## config.mk

```make
export PLATFORM = sky130hd
export DESIGN_NAME = sacp_lookup
export DESIGN_NICKNAME = d
export VERILOG_FILES = /design/src/rtl/core/sacp_pkg.sv /design/src/rtl/core/sacp_lookup.sv
export SDC_FILE = /design/constraint.sdc
export NUM_CORES = 1
export LEC_CHECK = 0
export ABC_AREA = 1
export BUFFER_PORTS_ARGS = -buffer_cell sky130_fd_sc_hd__buf_2
export CAP_MARGIN = 0
export CORE_AREA = 2 2 132 134
export DETAILED_ROUTE_END_ITERATION = 10
export DIE_AREA = 0 0 134 136
export PLACE_DENSITY_LB_ADDON = 0.12
export REMOVE_ABC_BUFFERS = 1
export SYNTH_ARGS = -nofsm -noshare
export SYNTH_HDL_FRONTEND = slang
export SYNTH_SLANG_ARGS = --single-unit
```

## constraint.sdc

```tcl
create_clock -name vclk -period 1.73
set_input_delay 0.0865 -clock vclk [all_inputs]
set_output_delay 0.0865 -clock vclk [all_outputs]
set_load 0.05 [all_outputs]
```

## src/rtl/core/sacp_pkg.sv

```systemverilog
`default_nettype none
// ---------------------------------------------------------------------------
// sacp_pkg: shared definitions for the set-associative cache
// Cache geometry, address field widths, tag row layout and lookup result.
// ---------------------------------------------------------------------------
package sacp_pkg;

	// geometry
	localparam int SETS        = 64;
	localparam int WAYS        = 4;
	localparam int BLOCK_BYTES = 64;
	localparam int ADDR_BITS   = 48;

	// floor(log2) of the geometry
	localparam int OFF_BITS = $clog2(BLOCK_BYTES + 1) - 1;
	localparam int SET_BITS = $clog2(SETS + 1) - 1;
	localparam int SET_CNT  = 2 ** SET_BITS;
	localparam int TAG_W    = ADDR_BITS - OFF_BITS - SET_BITS;
	localparam int WAY_W    = (WAYS > 1) ? $clog2(WAYS) : 1;

	typedef logic [ADDR_BITS-1:0] addr_t;
	typedef logic [SET_BITS-1:0]  set_t;
	typedef logic [TAG_W-1:0]     tag_t;
	typedef logic [WAY_W-1:0]     way_t;
	typedef logic [WAYS-1:0]      way_mask_t;

	// one row of the tag memory: FIFO pointer plus all tags of a set
	typedef struct packed {
		way_t                 oldest;
		logic [WAYS-1:0][TAG_W-1:0] tags;
	} row_t;

	localparam int ROW_W = $bits(row_t);

	// result of one tag lookup with fill
	typedef struct packed {
		logic      hit;
		row_t      row;
		way_mask_t valid;
	} lookup_t;

	// controller states
	typedef enum logic [2:0] {
		ST_IDLE = 3'b001,
		ST_LOOK = 3'b010,
		ST_PF   = 3'b100
	} state_t;

endpackage
`default_nettype wire

```

## src/rtl/core/sacp_lookup.sv

```systemverilog
`default_nettype none
// ---------------------------------------------------------------------------
// sacp_lookup: tag compare and FIFO fill for one set
// Compares a tag against the valid ways, picks the fill way on a miss
// (first invalid, else oldest) and builds the updated row and valid bits.
// ---------------------------------------------------------------------------
module sacp_lookup (
	input  wire sacp_pkg::row_t      row_in,
	input  wire sacp_pkg::way_mask_t valid_in,
	input  wire sacp_pkg::tag_t      tag,
	output sacp_pkg::lookup_t        res
);

	sacp_pkg::way_mask_t match;
	sacp_pkg::way_t      fill_way;
	sacp_pkg::way_t      old_way;
	logic                found;
	logic                full;

	// per-way compare
	always_comb begin
		for (int w = 0; w < sacp_pkg::WAYS; w++) begin
			match[w] = valid_in[w] && (row_in.tags[w] == tag);
		end
	end

	// fill way selection and row update
	always_comb begin
		found    = 1'b0;
		fill_way = '0;
		for (int w = 0; w < sacp_pkg::WAYS; w++) begin
			if (!found && !valid_in[w]) begin
				found    = 1'b1;
				fill_way = sacp_pkg::WAY_W'(w);
			end
		end
		full = &valid_in;
		// the pointer only moves once the set is full; before that it is zero
		old_way = row_in.oldest;
		if (!full || ({1'b0, old_way} >= (sacp_pkg::WAY_W + 1)'(sacp_pkg::WAYS))) begin
			old_way = '0;
		end
		if (!found) begin
			fill_way = old_way;
		end

		res.hit             = |match;
		res.row             = row_in;
		res.row.tags[fill_way] = tag;
		res.valid           = valid_in;
		res.valid[fill_way] = 1'b1;
		if (!full) begin
			res.row.oldest = '0;
		end else if (old_way == sacp_pkg::WAY_W'(sacp_pkg::WAYS - 1)) begin
			res.row.oldest = '0;
		end else begin
			res.row.oldest = old_way + 1'b1;
		end
	end

endmodule
`default_nettype wire

```

; ---- Word level (Yosys, flattened, before mapping)
; Cells that the tools add are included.
; W data, S select, Z words.
[op_classes]
add_sub_neg = 1
n_lt_le_gt_ge = 2
n_eq_ne = 5
n_mux = 16
bitwise_logic = 1
n_reduce_logical = 15
[ops]
columns = operator, n
row1 = $bwmux W144, 1
row2 = $eq A36 B36 Y1, 4
row3 = $demux W36 S2, 1
row4 = $mux W36, 1
row5 = $mux W2, 6
row6 = $logic_and A1 B1 Y1, 8
row7 = $mux W1, 6
row8 = $logic_not A1 Y1, 5
row9 = $or A4 B4 Y4, 1
row10 = $reduce_and A4 Y1, 1
row11 = $reduce_or A4 Y1, 1
row12 = $lt A2 B3 Y1 const B, 1
row13 = $add A2 B1 Y2 const B, 1
row14 = $demux W1 S2, 1
row15 = $eq A2 B2 Y1 const B, 1
row16 = $ge A2 B1 Y1 const B, 1
[word_totals]
reg_bits = 0
in_bits = 186
output_inout_bits = 151

; ---- Longest topological paths before layout
[depth]
ltp_word = 15
mapped_depth = 12

; ---- Least setup slack after synthesis
; No wires, ideal clock.
[synth_timing]
path_type = input -> output
from = in valid_in[0]
to = out res[10] in the netlist's numbering
t_arrival_ns = 2.691
required_ns = 1.643
slack_ns = -1.047
cell_stages = 9
n_path_buf = 2
cell_sequence = nand2_1 -> inv_2 -> nand3_2 -> nor2_1 -> or2_1 -> buf_4 -> nand2_2 -> clkbuf_1 -> o21ai_0
[synth_lines]
columns = element, line_no
row1 = "start, declared", sacp_lookup.sv:9  ; input wire sacp_pkg::way_mask_t valid_in,
row2 = "end, declared", sacp_lookup.sv:11  ; output sacp_pkg::lookup_t res

==> impl_metrics.py <==
metrics = {
    "cells_and_area": {
        "regArea_um2": 0,
        "antenna_cells": 0,
        "seq_cells": 0,
        "utilization": 0.409,
        "n_clock_buffer": 0,
        "fin_area_um2": 6900,
        "area_growth_pct": 78.9,
        "mostFrequentLayoutCells": "nand2_1 (360), buf_2 (211), o21ai_0 (140), buf_4 (112), inv_1 (90)",
        "nFillCells": 1977,
        "drive_gt1_frac": 0.362,
        "final_nets": 1394,
        "mostFrequentLayoutCell": "nand2_1",
    },
    "timing": {
        "fin_crit_sh": 0.991,
        "maxSlewViolCount": 0,
        "setup_viol": 0,
        "period_needed_ns": 1.71,
        "final.hold.worst_slack_ns": 0.530,
        "rsz0062_at_grt": "true",
        "maxClockFrequency_ghz": 0.583,
        "hold_violations": 0,
    },
    "placement": {
        "place_area_um2": 6210,
        "hpwlAfterDp_um": 20900,
        "numPortBuffers": 336,
        "gp_congestion": 0.855,
    },
    "min_path": {
        "hold_start": "row_in[71]",
        "hold_class": "in2out",
        "holdPathEnd": "res[75]",
        "min_path_cells": 4,
    },
    "power": {
        "pwr-share-clk": 0,
        "p_leak_nw": 3.89,
        "netSwitchingPower_mw": 2.19,
        "p_int_mw": 1.05,
        "p_per_area_nw_per_um2": 469,
        "p_sw_frac": 0.676,
        "combPwrFrac": 1.000,
        "pwr-share-seq": 0,
        "ir_worst_vdd_mv": 0.218,
    },
    "setup_path": {
        "critical_path_cell_count": 12,
        "cp_common_cell": "buf_4",
        "worst_ep_required_time_ns": 1.64,
        "start_kind": "primary input",
        "cpMaxStageDelayCell": "buf_4",
        "path_cells": "buf_2, nand2_2, inv_2, nand3_2, buf_4, o21ai_4, buf_4, nor2_4, buf_12, buf_4, o21ai_0, buf_4",
        "cp_max_fo": 23,
        "critical_path_buf_inv_count": 7,
        "slowest_delay_ns": 0.23,
        "arrival_ns": 1.63,
        "end_kind": "primary output",
        "criticalPathCategory": "in2out",
        "crit_family": "buffers and inverters",
    },
    "flow_run": {
        "maxCapViolations": 0,
    },
    "grt": {
        "antenna_found_initial": 0,
        "track_usage": 0.248,
        "overflow": 0,
        "grt_max_degree": 51,
        "grt_pass1_wl_um": 34500,
        "grt_pass1_vias": 5954,
    },
    "synthesis": {
        "synth_cell_types": 27,
        "synthTopCellsByArea": "nand2_1 (35%), o21ai_0 (23%), inv_1 (9.0%)",
        "yosys.area.top_type": "nand2_1",
        "synth_area_per_cell_um2": 4.53,
        "postSynthCellCount": 853,
        "yosysWarnings": 0,
        "ys_seq_area_frac": 0,
        "synthesis.area_um2": 3860,
        "synth_top_area_frac": 0.351,
    },
    "routing": {
        "routedWlPerCell_um": 17.9,
        "via_per_inst": 4.64,
        "drt_iter0_drc": 332,
        "vias": 6641,
        "wirelength_um": 25600,
        "dr.pass1.iters": 5,
        "antenna_left": 0,
        "drc": 0,
    },
    "floorplanning": {
        "dieArea_um2": 18200,
        "die_w_um": 134,
        "io_pins": 337,
        "die_h_um": 136,
        "rows": 48,
        "initial_core_util": 0.229,
        "core_area_um2": 16900,
    },
    "run_status": {
        "status": "finished, final reports clean",
    },
}
[cells in the mapped netlist, drive strengths merged]
| cell type | n |
|---|---|
| inv | 96 |
| nand2 | 363 |
| a21oi | 1 |
| or2 | 3 |
| nand4 | 2 |
| xor2 | 20 |
| o21ai | 203 |
| clkinv | 2 |
| o211ai | 4 |
| o22ai | 1 |
| xnor2 | 23 |
| buf | 19 |
| nand3 | 10 |
| conb | 1 |
| nor2 | 88 |
| clkbuf | 17 |
[worst max-delay path by stage]
stage / endpoint / from / slack (ns)
2_1_floorplan: res[100] / valid_in[0] / -1.55
3_3_place_gp: res[109] / valid_in[0] / -0.17
3_5_place_dp: res[109] / valid_in[0] / -0.12
4_1_cts: res[56] / valid_in[0] / 0.0003
5_1_grt: res[24] / valid_in[0] / -0.06
6_report: res[133] / valid_in[0] / 0.02
[logic make-up (layout without fill, tap and decap cells)]
kind of cell | count (synthesis) | count (layout) | share of synthesized area
xor gates and xnor gates | 43 | 43 | 0.0976
AOI/OAI and AO/OA | 209 | 209 | 0.288
and+or+nand+nor | 466 | 466 | 0.468
buffers and inverters | 134 | 487 | 0.145
other | 1 | 1 | 0.000972
[final cells by class]
| cell class | instances | area [um^2] | area share |
|---|---|---|---|
| Inverter | 98 | 384 | 0.0556 |
| Multi-Input combinational cell | 719 | 3390 | 0.491 |
| Tap cell | 225 | 282 | 0.0408 |
| Timing Repair Buffer | 389 | 2850 | 0.413 |
[stage by stage]
stage	std cells	TNS, ns	power [mW]	setup slack (ns)
after global placement	1421	-2.48	2.89	-0.170
final	1431	0	3.24	0.0150
after detailed placement	1421	-4.37	2.89	-0.123
after floorplan	817	-186.75	1.81	-1.55
after CTS	1421	0	2.93	0.000325
after global routing	1431	-0.496	3.44	-0.0586
[timing repair]
item / in CTS / in global routing
setup buffers: 0 / 5
gates cloned: 0 / 5
endpoints found under the setup margin: 101 / 135
hold buffers: 0 / 0
gates resized for setup: 20 / 292
hold endpoints to repair: 0 / 0
[per-layer routing]
metal | vias up | wire length, um | track usage
li1 | 3373 | - | -
met1 | 2953 | 10700 | 0.314
met2 | 293 | 12500 | 0.458
met3 | 22 | 1800 | 0.0265
met4 | 0 | 506 | 0.0408
met5 | - | 0 | 0
[power by group through the flow]
stage	Clock, mW	Sequential (mW)	Combinational [mW]
2_1_floorplan	0	0	1.81
3_3_place_gp	0	0	2.89
3_5_place_dp	0	0	2.89
4_1_cts	0	0	2.93
5_1_grt	0	0	3.44
6_report	0	0	3.24
(Power assumes the default switching activity.)
