## config.mk

```make
export PLATFORM = sky130hd
export DESIGN_NAME = sacp_ram
export DESIGN_NICKNAME = d
export VERILOG_FILES = /design/src/rtl/core/sacp_ram.sv
export SDC_FILE = /design/constraint.sdc
export NUM_CORES = 1
export LEC_CHECK = 0
export CAP_MARGIN = 20
export CELL_PAD_IN_SITES_DETAIL_PLACEMENT = 0
export CELL_PAD_IN_SITES_GLOBAL_PLACEMENT = 1
export CORE_ASPECT_RATIO = 0.7
export CORE_MARGIN = 4
export CORE_UTILIZATION = 39
export CTS_BUF_LIST = sky130_fd_sc_hd__clkbuf_2 sky130_fd_sc_hd__clkbuf_4 sky130_fd_sc_hd__clkbuf_8
export CTS_CLUSTER_DIAMETER = 40
export DETAILED_ROUTE_END_ITERATION = 8
export DONT_BUFFER_PORTS = 1
export GPL_ROUTABILITY_DRIVEN = 0
export PLACE_DENSITY = 0.62
export SYNTH_ARGS = -nofsm -noshare
export SYNTH_HDL_FRONTEND = slang
export SYNTH_SLANG_ARGS = --single-unit
```

## constraint.sdc

```tcl
create_clock -name clk -period 4.1 [get_ports clk]
set_clock_uncertainty 0.05 [all_clocks]
set_input_delay 0.205 -clock clk [delete_from_list [all_inputs] [get_ports clk]]
set_output_delay 0.205 -clock clk [all_outputs]
set_load 0.01 [all_outputs]
```

## src/rtl/core/sacp_ram.sv

```systemverilog
`default_nettype none
// ---------------------------------------------------------------------------
// sacp_ram: generic simple dual-port RAM
// One write port and one read port; read data registered, held when idle.
// ---------------------------------------------------------------------------
module sacp_ram #(
	parameter int WIDTH = 8,
	parameter int DEPTH = 16
) (
	input  wire logic                     clk,
	input  wire logic                     wr_en,
	input  wire logic [$clog2(DEPTH)-1:0] wr_addr,
	input  wire logic [WIDTH-1:0]         wr_data,
	input  wire logic                     rd_en,
	input  wire logic [$clog2(DEPTH)-1:0] rd_addr,
	output logic      [WIDTH-1:0]         rd_data
);

	logic [WIDTH-1:0] mem [DEPTH];

	always_ff @(posedge clk) begin
		if (wr_en) begin
			mem[wr_addr] <= wr_data;
		end
		if (rd_en) begin
			rd_data <= mem[rd_addr];
		end
	end

endmodule
`default_nettype wire

```

# Word-level counts from Yosys, hierarchy flattened
# Memory sizes are Yosys's and may differ from the RTL's. A register that Yosys moved wholly into a read port is not among the register bits.
# Index checks and enable logic that the tools add are counted.
[word_totals]
reg_bits = 0
latchBits = 0
ram_bits = 128
mem_bits_ro = 0
inputBits = 19
out_inout_bits = 8
wordCells = 3
memories = 1
[mem_list]
columns = ["name", "words", "width", "rd", "rd_clocked_by_memory_dff", "wr", "line_no", "source"]
rows = [
  ["mem", 16, 8, 1, 1, 1, "19", "logic [WIDTH-1:0] mem [DEPTH];"],
]
[op_classes]
n_addsub = 0
multipliers = 0
n_div = 0
n_lt_le_gt_ge = 0
eq_ne = 0
shift = 0
muxes = 2
bitwise = 0
reduce_logical = 0
[op_table]
columns = ["operator", "count"]
rows = [
  ["1-bit two-way mux", 2],
]

# Longest topological paths before layout
# Gate-level depths: netlist of the first run.
[logic_depth]
depth_word = 2
depth_mapped = 5
mapped_depth_nobuf = 3

# Least setup slack after synthesis of the first run
# OpenSTA, ideal clock, no wires.
[synth_timing]
kind = "input-to-reg"
startpoint = "input port wr_addr[2]"
endpoint = "memory mem[0][0] (enable)"
setup_time_ns = 0.383
t_arrival_ns = 1.315
required_ns = 3.667
setup_slack_ns = 2.352
path_stages = 2
path_cell_list = "or3b_2 -> nor3_1"
[synth_rtl]
columns = ["element", "line_no", "source"]
rows = [
  ["start: declaration", "12", "input wire logic [$clog2(DEPTH)-1:0] wr_addr,"],
  ["end: declaration", "19", ""],
]
# No word-level cell before the write port.

==> results.toml, run 1 <==
[global_route]
grt_max_degree = 33
overflow = 0
grt_pass1_vias = 2461
grt_pass1_wl_um = 15300
antenna_found_initial = 0
grt_usage_pct = 13.9

[logic_synthesis]
ys_ff_latch = 136
syn_inst = 229
avgSynthCellArea_um2 = 22.8
synthDistinctLibCells = 18
synth_top_area_share_pct = 78.1
async_flop_share_pct = 0
yosys_warnings = 0
netlist_area_um2 = 5230
synthesis.nets = 248
synth_edf_count = 136
synth_seq_area_share_pct = 78.1
synth_flop_cell = "edfxtp_1"
yosysMostFrequentCell = "edfxtp_1"
ys_top_cells_by_count = "136 x edfxtp_1, 18 x mux4_2, 16 x a22oi_1, 14 x mux4_1, 13 x nor2_1"
yosysTopAreaCell = "edfxtp_1"
yosys-top-cells-area = "edfxtp_1 78%, mux4_2 7.8%, mux4_1 7.0%, a22oi_1 2.3%, nor2_1 0.93%"

[cts]
ctsResizeCount = 0
clock_latency_ns = 0.42
cts-root-buf = "clkbuf_8"
clock_sinks = 136
clkSlewWorstSetupHoldPaths_ns = 0.08
cts_made_buffers = 17
cts.htree.levels = 4
cts_tree = "yes"
cts_buffer_depth = 2

[worst_setup_path]
startpoint_type = "flip-flop"
reg2reg_from = "mem[3][4]"
r2r_cells = 3
worstReg2RegEnd = "rd_data[4]"
crit_path_end_kind = "flip-flop"
cp.arrival_ns = 1.73
setup.worst_path.class = "reg -> reg"
worst-path-max-fanout = 1
critPathRequiredTime_ns = 4.18
reg2reg_slack_ns = 2.45

[routing]
wl_per_cell_um = 22.8
totalWireLength_um = 9870
drt_iter0_drc = 187
vias_per_cell = 5.34
drcViolationCount = 0
ant_nets = 0
dr.pass1.iters = 4
num_vias = 2308

[floorplan]
num_rows = 35
core_area_um2 = 13100
initial_core_util_pct = 39.8
dieArea_um2 = 15300
fp.dieH_um = 105
io_pins = 27
die_x_um = 146

[cells_and_area]
final_cells = 432
layout-drive-gt1-share_pct = 20.3
areaGrowthSynthToFinish_pct = 13.0
utilization_pct = 45.0
layout.nets = 272
antenna_cells = 0
stdcell_area_um2 = 5910

[timing]
setup_ws_ns = 2.45
finalSetupViolCount = 0
rsz0062_at_grt = "false"
slew_viol_final = 0
layout_min_cycle_time_ns = 1.65
hold_viol = 0
clock.fmax_mhz = 606
whs_ns = 0.112
setup_tns_ns = 0
post-route-period-util_pct = 40.2
worst_pin_slew_ns = 0.914
maxSlewHeadroom_pct = 38.9

[worst_hold_path]
min_to = "mem[4][4]"
min-delay-start = "wr_addr[0]"
min_path_type = "in -> reg"
hold_depth = 2

[placement]
pre_cts_slack_ns = 1.98
dp.cells = 388
numPortBuffers = 0
dp_hpwl_um = 6190
dpl_cell_area_um2 = 5370

[outcome]
outcome = "completed"

[power]
power_leakage_nw = 1.89
p_total_mw = 2.83
p_per_area_nw_per_um2 = 479
ir_drop_mv = 0.263

[flow_run]
maxCapViolations = 0
[logic make-up (layout without fill, tap and decap cells)]
| family | Yosys count | after routing | synth area share (%) |
|---|---|---|---|
| buffers and inverters | 10 | 47 | 1.65 |
| AND/OR/NAND/NOR | 35 | 35 | 3.14 |
| multiplexers | 32 | 32 | 14.8 |
| AO/OA/AOI/OAI | 16 | 16 | 2.30 |
| flip-flops | 136 | 136 | 78.1 |
[worst max-delay path, cell delays in order, from the launching register on]
cell	delay, ns
edfxtp_1	0.37
mux4_2	0.48
a22oi_1	0.27
nand2_1	0.19
[layout make-up]
class,count,area (um2)
clock buffer,18,241
clock inverter,14,181
fill,1116,7230
multi-input combinational,83,1060
sequential,136,4080
tap,166,208
timing repair buffer,15,138
[routing by layer]
metal	wire, um	GRT usage (%)	vias up
li1	-	-	1026
met1	4810	21.0	1207
met2	4470	19.6	67
met3	517	4.42	8
met4	69	3.42	0
met5	0	0	-
[layout by cell type, fill, tap and decap left out, drive strengths merged, types with 2 or more instances in the layout]
cell	instances
mux4	32
a22oi	16
clkinv	8
nand3b	2
bufinv	4
clkinvlp	2
nor2	13
clkbuf	18
edfxtp	136
buf	4
dlygate4sd3	11
nand2	9
nor3	4
nand2b	2
[worst max path at each step]
stage / from / endpoint / slack [ns] / depth (start not counted)
floorplan: wr_addr[2] / mem[0][0] / 2.35 / 2
global placement: wr_addr[2] / mem[0][3] / 2.12 / 2
detailed placement: wr_addr[2] / mem[0][3] / 1.98 / 2
CTS: wr_addr[2] / mem[0][3] / 2.45 / 2
global route: mem[0][4] / rd_data[4] / 2.37 / 3
finish: mem[3][4] / rd_data[4] / 2.45 / 3
[registers in the layout, summed over array words and instances, names as in the netlist]
register and count:
rd_data 8, mem 128
[power by group]
part / switching, mW / internal, mW
combinational: 0.0601 / 0.0511
sequential: 0.0107 / 1.57
clock: 0.480 / 0.663
[what timing repair did]
action,CTS,global route
endpoints found under the hold margin,136,3
hold buffers,9,2
setup buffers,0,0
(Power assumes the default switching activity.)
==> run 2: changes to the inputs <==
--- a/config.mk
+++ b/config.mk
@@ -16,7 +16,7 @@
 export DETAILED_ROUTE_END_ITERATION = 8
 export DONT_BUFFER_PORTS = 1
 export GPL_ROUTABILITY_DRIVEN = 0
-export PLACE_DENSITY = 0.62
+export PLACE_DENSITY = 0.65
 export SYNTH_ARGS = -nofsm -noshare
 export SYNTH_HDL_FRONTEND = slang
 export SYNTH_SLANG_ARGS = --single-unit
==> constraint.sdc (replaced) <==
create_clock -name clk -period 1.5 [get_ports clk]
set_clock_uncertainty 0.05 [all_clocks]
set_input_delay 0.075 -clock clk [delete_from_list [all_inputs] [get_ports clk]]
set_output_delay 0.075 -clock clk [all_outputs]
set_load 0.01 [all_outputs]
==> run 2 against run 1 <==
Against the previous run:
- via count increased by 4.9%
- largest cell class unchanged
- sequential power increased to 2.7 times the previous value
- fmax increased by 13%
- cell count increased by 3.7%
==> results.toml, run 2 (same netlist as run 1, synthesis figures left out) <==
[outcome]
outcome = "completed"

[power]
ir_drop_mv = 0.600
internal-power_mw = 6.43
power_leakage_nw = 1.97
p_clk_share_pct = 41.6
pwr-share-seq_pct = 54.0
p_total_mw = 7.99
switchingPower_mw = 1.56
p_per_area_nw_per_um2 = 1310
pwr-share-comb_pct = 4.4
swShare_pct = 19.5

[floorplan]
initial_core_util_pct = 39.8
num_rows = 35
core_area_um2 = 13100
fp.dieH_um = 105
dieArea_um2 = 15300
io_pins = 27
die_x_um = 146

[timing]
layout_min_cycle_time_ns = 1.46
rsz0062_at_grt = "true"
post-route-period-util_pct = 97.5
hold_viol = 0
whs_ns = 0.0250
slew_viol_final = 0
clock.fmax_mhz = 683
worst_pin_slew_ns = 0.896
finalSetupViolCount = 0
maxSlewHeadroom_pct = 40.1

[routing]
dr_wl_met2_um = 4550
num_vias = 2422
drt_iter0_drc = 187
routed.top_layer = "met4"
vias_per_cell = 5.41
ant_nets = 0
drcViolationCount = 0
dr.pass1.iters = 4
totalWireLength_um = 10600
wl_met3_um = 709
wl_per_cell_um = 23.8
wl_met1_um = 5340

[cells_and_area]
top_regs = "mem x128, rd_data x8"
largest_reg_flops = 128
top_register = "mem"
final_cells = 448
layout.nets = 288
utilization_pct = 46.4
stdcell_area_um2 = 6100
areaGrowthSynthToFinish_pct = 16.7
layout-drive-gt1-share_pct = 28.7
final_cell_mix = "136 x edfxtp_1, 23 x mux4_2, 17 x clkbuf_8, 17 x buf_4"
layout_commonest_cell = "edfxtp_1"
antenna_cells = 0

[worst_hold_path]
min_path_type = "in -> reg"

[cts]
cts_tree = "yes"
clock_sinks = 136
cts.htree.levels = 4
cts_buffer_depth = 2
clock_latency_ns = 0.42
cts_made_buffers = 17
cts-root-buf = "clkbuf_8"
clkSlewWorstSetupHoldPaths_ns = 0.08
postCtsSetupBuffers = 0

[flow_run]
maxCapViolations = 0

[global_route]
grt_usage_pct = 14.9
grt_max_degree = 33
overflow = 0
grt_pass1_vias = 2457
grt_pass1_wl_um = 16000
antenna_found_initial = 0

[placement]
dpl_cell_area_um2 = 5480
numPortBuffers = 0
dp_hpwl_um = 6450
dp.cells = 402

[worst_setup_path]
critPathRequiredTime_ns = 1.61
worst-path-max-fanout = 1
crit_path_end_kind = "flip-flop"
startpoint_type = "flip-flop"
setup.worst_path.class = "reg -> reg"
cp.arrival_ns = 1.58
-- run 2: final cells by class --
class                      instances  area (um2)
clock buffer                      18         241
clock inverter                    14         205
fill                            1104        7040
multi-input combinational         83        1080
sequential                       136        4080
tap                              166         208
timing repair buffer              31         278
-- run 2: path summary, 6_finish.rpt --
| kind | slack (ns) | depth (start not counted) | from | end |
|---|---|---|---|---|
| setup / recovery | 0.04 | 3 | mem[11][0] | rd_data[0] |
| hold reg to reg | 0.72 | 3 | mem[11][4] | rd_data[4] |
| setup reg to reg | 0.04 | 3 | mem[11][0] | rd_data[0] |
| hold / removal | 0.03 | 3 | rd_addr[1] | rd_data[4] |
-- run 2: critical path, cell delays in order, from the launching register on --
cell	delay, ns
edfxtp_1	0.37
mux4_2	0.48
a22oi_2	0.19
nand2_1	0.10
-- run 2: per-stage QoR --
stage / worst slack (ns) / TNS (ns)
floorplan: 0.0926 / 0
global placement: -0.0306 / -0.0306
CTS: 0.00439 / 0
detailed placement: -0.0283 / -0.0283
finish: 0.0369 / 0
global route: -0.0191 / -0.0358
-- run 2: power groups by stage --
stage                     combinational, mW  clock, mW  sequential [mW]
after global placement                0.235          0             4.40
after CTS                             0.340       3.38             4.32
final                                 0.351       3.32             4.32
after global routing                  0.380       3.57             4.32
after floorplan                       0.216          0             4.39
after detailed placement              0.236          0             4.40
-- run 2: metal layers --
layer  vias up  track usage [%]
met1      1287             23.4
li1       1056                -
met2        73             19.3
met5         -                0
met3         6             5.03
met4         0             4.43
-- run 2: timing repair --
action | in CTS | in global routing
hold buffers | 13 | 1
pin swaps | 0 | 3
resized for setup | 2 | 11
endpoints found under the hold margin | 175 | 1
setup endpoints to repair | 1 | 7
